$ cat src/hdl/npsd_pkg.sv
package npsd_pkg;

	// Table size and field widths.
	localparam int MAX_NODES    = 1024;
	localparam int ADDR_W       = $clog2(MAX_NODES);
	localparam int COORD_W      = 20;
	localparam int INDEX_W      = 10;
	localparam int COUNT_W      = 11;
	localparam int DIST_W       = 44;

	// Internal arithmetic widths: a difference needs one bit more than a coordinate.
	localparam int MAG_W        = COORD_W + 1;
	localparam int SQ_W         = 2 * MAG_W;
	localparam int SUM_W        = SQ_W + 2;

	// Depth of the queue between the front and the back.
	localparam int QUEUE_DEPTH  = 4;
	localparam int QPTR_W       = $clog2(QUEUE_DEPTH);

	// Command codes.
	localparam logic CMD_WRITE  = 1'b0;
	localparam logic CMD_QUERY  = 1'b1;

	// One input word as it travels through the queue.
	typedef struct packed {
		logic                      is_query;
		logic [INDEX_W-1:0]        node_index;
		logic signed [COORD_W-1:0] coord_x;
		logic signed [COORD_W-1:0] coord_y;
		logic signed [COORD_W-1:0] coord_z;
	} item_t;

	// Head of the queue as seen by the back.
	typedef struct packed {
		logic  valid;
		item_t item;
	} queue_head_t;

	// Back-end sequencer states.
	typedef enum logic [1:0] {
		BK_IDLE,
		BK_SCAN,
		BK_DRAIN
	} back_state_t;

endpackage

$ cat src/hdl/npsd_front.sv
module npsd_front
	import npsd_pkg::*;
(
	input  logic                      clk,
	input  logic                      arst_n,
	input  logic                      in_valid,
	output logic                      in_ready,
	input  logic                      command,
	input  logic [INDEX_W-1:0]        node_index,
	input  logic signed [COORD_W-1:0] coord_x,
	input  logic signed [COORD_W-1:0] coord_y,
	input  logic signed [COORD_W-1:0] coord_z,
	output queue_head_t               head,
	input  logic                      pop
);

	item_t               slot_q [QUEUE_DEPTH];
	logic [QPTR_W-1:0]   wr_ptr_q;
	logic [QPTR_W-1:0]   rd_ptr_q;
	logic [QPTR_W:0]     fill_q;
	logic                push;
	logic                do_pop;
	item_t               new_item;

	// Classify the incoming word.
	always_comb begin
		new_item.is_query   = (command == CMD_QUERY);
		new_item.node_index = node_index;
		new_item.coord_x    = coord_x;
		new_item.coord_y    = coord_y;
		new_item.coord_z    = coord_z;
	end

	assign in_ready   = (fill_q != (QPTR_W+1)'(QUEUE_DEPTH));
	assign push       = in_valid && in_ready;
	assign do_pop     = pop && (fill_q != '0);
	assign head.valid = (fill_q != '0);
	assign head.item  = slot_q[rd_ptr_q];

	// Queue storage.
	always_ff @(posedge clk) begin
		if (push) begin
			slot_q[wr_ptr_q] <= new_item;
		end
	end

	// Queue pointers and fill level.
	always_ff @(posedge clk or negedge arst_n) begin
		if (!arst_n) begin
			wr_ptr_q <= '0;
			rd_ptr_q <= '0;
			fill_q   <= '0;
		end else begin
			if (push) begin
				wr_ptr_q <= wr_ptr_q + 1'b1;
			end
			if (do_pop) begin
				rd_ptr_q <= rd_ptr_q + 1'b1;
			end
			if (push && !do_pop) begin
				fill_q <= fill_q + 1'b1;
			end else if (!push && do_pop) begin
				fill_q <= fill_q - 1'b1;
			end
		end
	end

endmodule

$ cat config.mk
export PLATFORM = sky130hd
export DESIGN_NAME = npsd_front
export DESIGN_NICKNAME = d
export VERILOG_FILES = /design/src/hdl/npsd_pkg.sv /design/src/hdl/npsd_front.sv
export SDC_FILE = /design/constraint.sdc
export NUM_CORES = 1
export LEC_CHECK = 0
export ABC_AREA = 1
export ABC_CLOCK_PERIOD_IN_PS = 11700
export BUFFER_PORTS_ARGS = -buffer_cell sky130_fd_sc_hd__buf_2
export CAP_MARGIN = 40
export CORE_MARGIN = 2
export CORE_UTILIZATION = 62
export DETAILED_ROUTE_END_ITERATION = 16
export PLACE_DENSITY_LB_ADDON = 0.3
export SLEW_MARGIN = 30
export SYNTH_ARGS = -nofsm -noshare
export SYNTH_HDL_FRONTEND = slang
export SYNTH_SLANG_ARGS = --single-unit
$ cat constraint.sdc
create_clock -name clk -period 11.7 [get_ports clk]
set_input_delay 1.17 -clock clk [delete_from_list [all_inputs] [get_ports clk]]
set_output_delay 1.17 -clock clk [all_outputs]
set_load 0.1 [all_outputs]
Word-level counts from Yosys, hierarchy flattened
Memory sizes are Yosys's and may differ from the RTL's.
Index checks and enable logic that the tools add are counted.
W data, S select, Z words.
- register bits: 7
- bits in writable memories: 284
- bits of input ports: 75
- output and inout port bits: 73
- logic and storage cells: 21
- memories kept: 1
- memory list (memory ; words ; width ; read ports ; clocked after Yosys merged registers in ; wr ports ; line ; RTL):
    slot_q ; 4 ; 71 ; 1 ; 0 ; 1 ; npsd_front.sv:17 ; item_t slot_q [QUEUE_DEPTH];
- add/subtract/negate cells: 4
- equality and inequality tests: 1
- mux-type cells: 4
- reduce and logical (&&, ||, !) cells: 8
- operator list (cell ; count):
    $mux W3 ; 2
    $add A2 B1 Y2 const B ; 2
    $logic_and A1 B1 Y1 ; 4
    $add A3 B1 Y3 const B ; 1
    $ne A3 B3 Y1 const B ; 1
    $reduce_bool A3 Y1 ; 1
    $sub A3 B1 Y3 const B ; 1
    $logic_not A1 Y1 ; 2
    $mux W1 ; 2
    $reduce_bool A2 Y1 ; 1

Depth between registers and ports, before layout
- depth in word-level cells: 6
- depth in mapped cells: 12
- mapped depth without buffers: 12

Worst setup path before layout
No wires, ideal clock.
- path type: register to register
- start point: reg fill_q[0]
- end point: mem slot_q[0][0] (netlist bit) (enable)
- arrival: 4.628 ns
- slack: 6.571 ns
- stages on the path, launching flop included: 5
- buffers on the path: 0
- period minus slack after synthesis: 5.129 ns
- path through: dfrtp_1 -> inv_1 -> nand3_1 -> nand2_1 -> nor2_1
- longest elaborated chain between the ends: 4
- ends and longest elaborated chain (element ; line ; RTL):
    start: declaration ; npsd_front.sv:20 ; logic [QPTR_W:0] fill_q;
    start signal: assignment ; npsd_front.sv:61 ; fill_q <= fill_q + 1'b1;
    start signal: assignment ; npsd_front.sv:63 ; fill_q <= fill_q - 1'b1;
    $ne A3 B3 Y1 ; npsd_front.sv:34 ; assign in_ready = (fill_q != (QPTR_W+1)'(QUEUE_DEPTH));
    net in_ready ; npsd_front.sv:7 ; output logic in_ready,
    $logic_and A1 B1 Y1 ; npsd_front.sv:35 ; assign push = in_valid && in_ready;
    $mux W1 ; npsd_front.sv:42 ; if (push) begin
    $mux W1 (not written as such) ; npsd_front.sv:43 ; slot_q[wr_ptr_q] <= new_item;
    end: declaration ; npsd_front.sv:17 ;
The timed path passes the listed nets, and every way through them passes these cells.

==> impl_metrics.ini <==
[layout]
finalInstanceArea_mm2 = 0.01370
final_net_count = 1113
layout-drive-gt1-share = 0.2030
synthToLayoutAreaGrowth_pct = 16.31

[sta]
fin_tns_setup_ns = 0
maxSlewHeadroom = 0.4758
setup_viol = 0
fin_crit_ns = 4.396
worst_slew_pin_slew_ns = 0.7863
worst_slack_ns = 7.304
fmax_mhz = 227.5
rsz0062_at_grt = false
finalCritPeriodShare = 0.3757
hold_viol_final = 0
drv_slew = 0
skew_ns = 0.009672

[route]
num_vias = 6929
routedWlPerCell_um = 16.46
antenna_left = 0
drt_iter0_markers = 352
drc = 0
finalWirelength_um = 21220
dr.pass1.iters = 4
vias_per_cell = 5.375

[floorplanning]
io_pins = 148
fp-row-count = 50
die_area_mm2 = 0.02012
coreArea_mm2 = 0.01871
dieWidth_um = 141.8
initial_core_util = 0.6298
die_h_um = 141.8

[place]
place.port_buffers = 147
placed_area_mm2 = 0.01262
finalWeightedCongestion = 0.7619
pre_cts_ws_ns = 7.889
place_hpwl_um = 11880

[clock_tree]
ctsHoldBuffers = 0
cts_setup_buffers = 0
cts_resized = 0
cts_root_buffer = clkbuf_16
clk_latency_ns = 0.52
h-tree-depth = 1
cts.clk_slew.worst_paths_ns = 0.06
clock-sinks = 291
cts_made_buffers = 29
tritoncts = yes
clock_path_buffers = 3

[yosys]
yosysWarnings = 0
synthCells = 887
ys_seq_area_frac = 0.7388
yosysUniqueCellTypes = 16
synth-main-ff-cell = edfxtp_1
synth_top_area_frac = 0.7240
synth_area_mm2 = 0.01178
syn_area_per_cell_um2 = 13.28
synth_edf_count = 284
yosysTopAreaCell = edfxtp_1
synth.area.top_cells = edfxtp_1 (72%), o211ai_1 (9.0%), nand2_1 (7.3%)
synth_nets = 968
yosys_register_bits = 291
synthTopCellsByCount = edfxtp_1 (284), nand2_1 (230), inv_1 (156)
synth.most_common_cell = edfxtp_1
async_flop_share = 0.02405

[run]
maxCapViolations = 0

[grt]
overflow = 0
grt_pass1_vias = 6623
grt_pass1_wl_um = 32430
grt_use_total = 0.2077
grt_max_degree = 178
antenna_found_initial = 1

[critical_path]
start_kind = flip-flop
arrival_ns = 3.23
crit_fanout = 93
r2r_cells = 6
end_kind = output pin
path_class = flip-flop to output pin
worst_ep_required_time_ns = 10.53

[worst_hold_path]
hold_class = input port to asynchronous set/reset pin

[outcome]
status = finished clean
[flip-flops by register name, summed over array words and instances (netlist names)]
| register | cells |
|---|---|
| slot_q | 284 |
| fill_q | 3 |
| rd_ptr_q | 2 |
| wr_ptr_q | 2 |
[through the flow]
step                hold WS [ns]  utilization  instances
floorplan                 0.4628            -        887
global placement          0.4742       0.6686       1230
detailed placement        0.4892       0.6744       1234
CTS                       0.4542       0.7309       1287
global route              0.4707       0.7324       1288
finish                    0.4681       0.7325       1289
[critical path: stages, from the launching register on]
cell      delay, ns
dfrtp_1        0.46
inv_8          0.37
buf_16         0.32
buf_4          0.46
buf_12         0.31
o211ai_1       0.14
nand2_1        0.11
buf_2          0.43
[final timing paths]
| check | slack, ns | start | to |
|---|---|---|---|
| max | 7.30 | rd_ptr_q[0] | head[18] |
| min | 0.47 | arst_n | fill_q[0] |
| max reg2reg | 9.01 | fill_q[0] | slot_q[1][32] |
| min reg2reg | 0.50 | fill_q[2] | fill_q[2] |
| max in group asynchronous | 11.07 | arst_n | rd_ptr_q[1] |
| min in group clk | 0.50 | fill_q[2] | fill_q[2] |
[layer usage]
metal	part of all wire	GRT usage	up-vias	wire length, um
li1	-	-	3392	-
met1	0.41	0.2621	3270	8762
met2	0.51	0.3717	225	10730
met3	0.059	0.03510	40	1252
met4	0.022	0.06263	2	469
met5	0.00033	0	-	7
[logic make-up (layout without fill, tap and decap cells)]
logic type / Yosys count / count (layout) / share of synthesized area
DFF: 291 / 291 / 0.7388
and+or+nand+nor: 242 / 242 / 0.07807
buffers and inverters: 204 / 371 / 0.08444
AOI/OAI and AO/OA: 143 / 143 / 0.09092
adders and majority gates: 6 / 6 / 0.007010
xor gates and xnor gates: 1 / 1 / 0.0007436
other: 0 / 1 / 0
[layout make-up]
| class | count | area (um2) |
|---|---|---|
| tap | 234 | 292.8 |
| antenna | 1 | 2.502 |
| inverter | 158 | 600.6 |
| sequential | 291 | 8705 |
| multi-input combinational | 392 | 2112 |
| clock inverter | 23 | 326.6 |
| fill | 1195 | 5004 |
| timing repair buffer | 160 | 933.4 |
| clock buffer | 30 | 729.5 |
[cell usage in the layout, fill, tap and decap left out, drive strengths merged, types with 4 or more instances in the layout]
cell type and n:
edfxtp 284, nand2 230, buf 160, inv 158, o211ai 142, clkbuf 30
clkinv 14, bufinv 8, nand3 7, dfrtp 7, ha 5, nor2 4
Power is not shown: default switching activity piles up to over one toggle a cycle in this logic, so the estimate is an artifact.
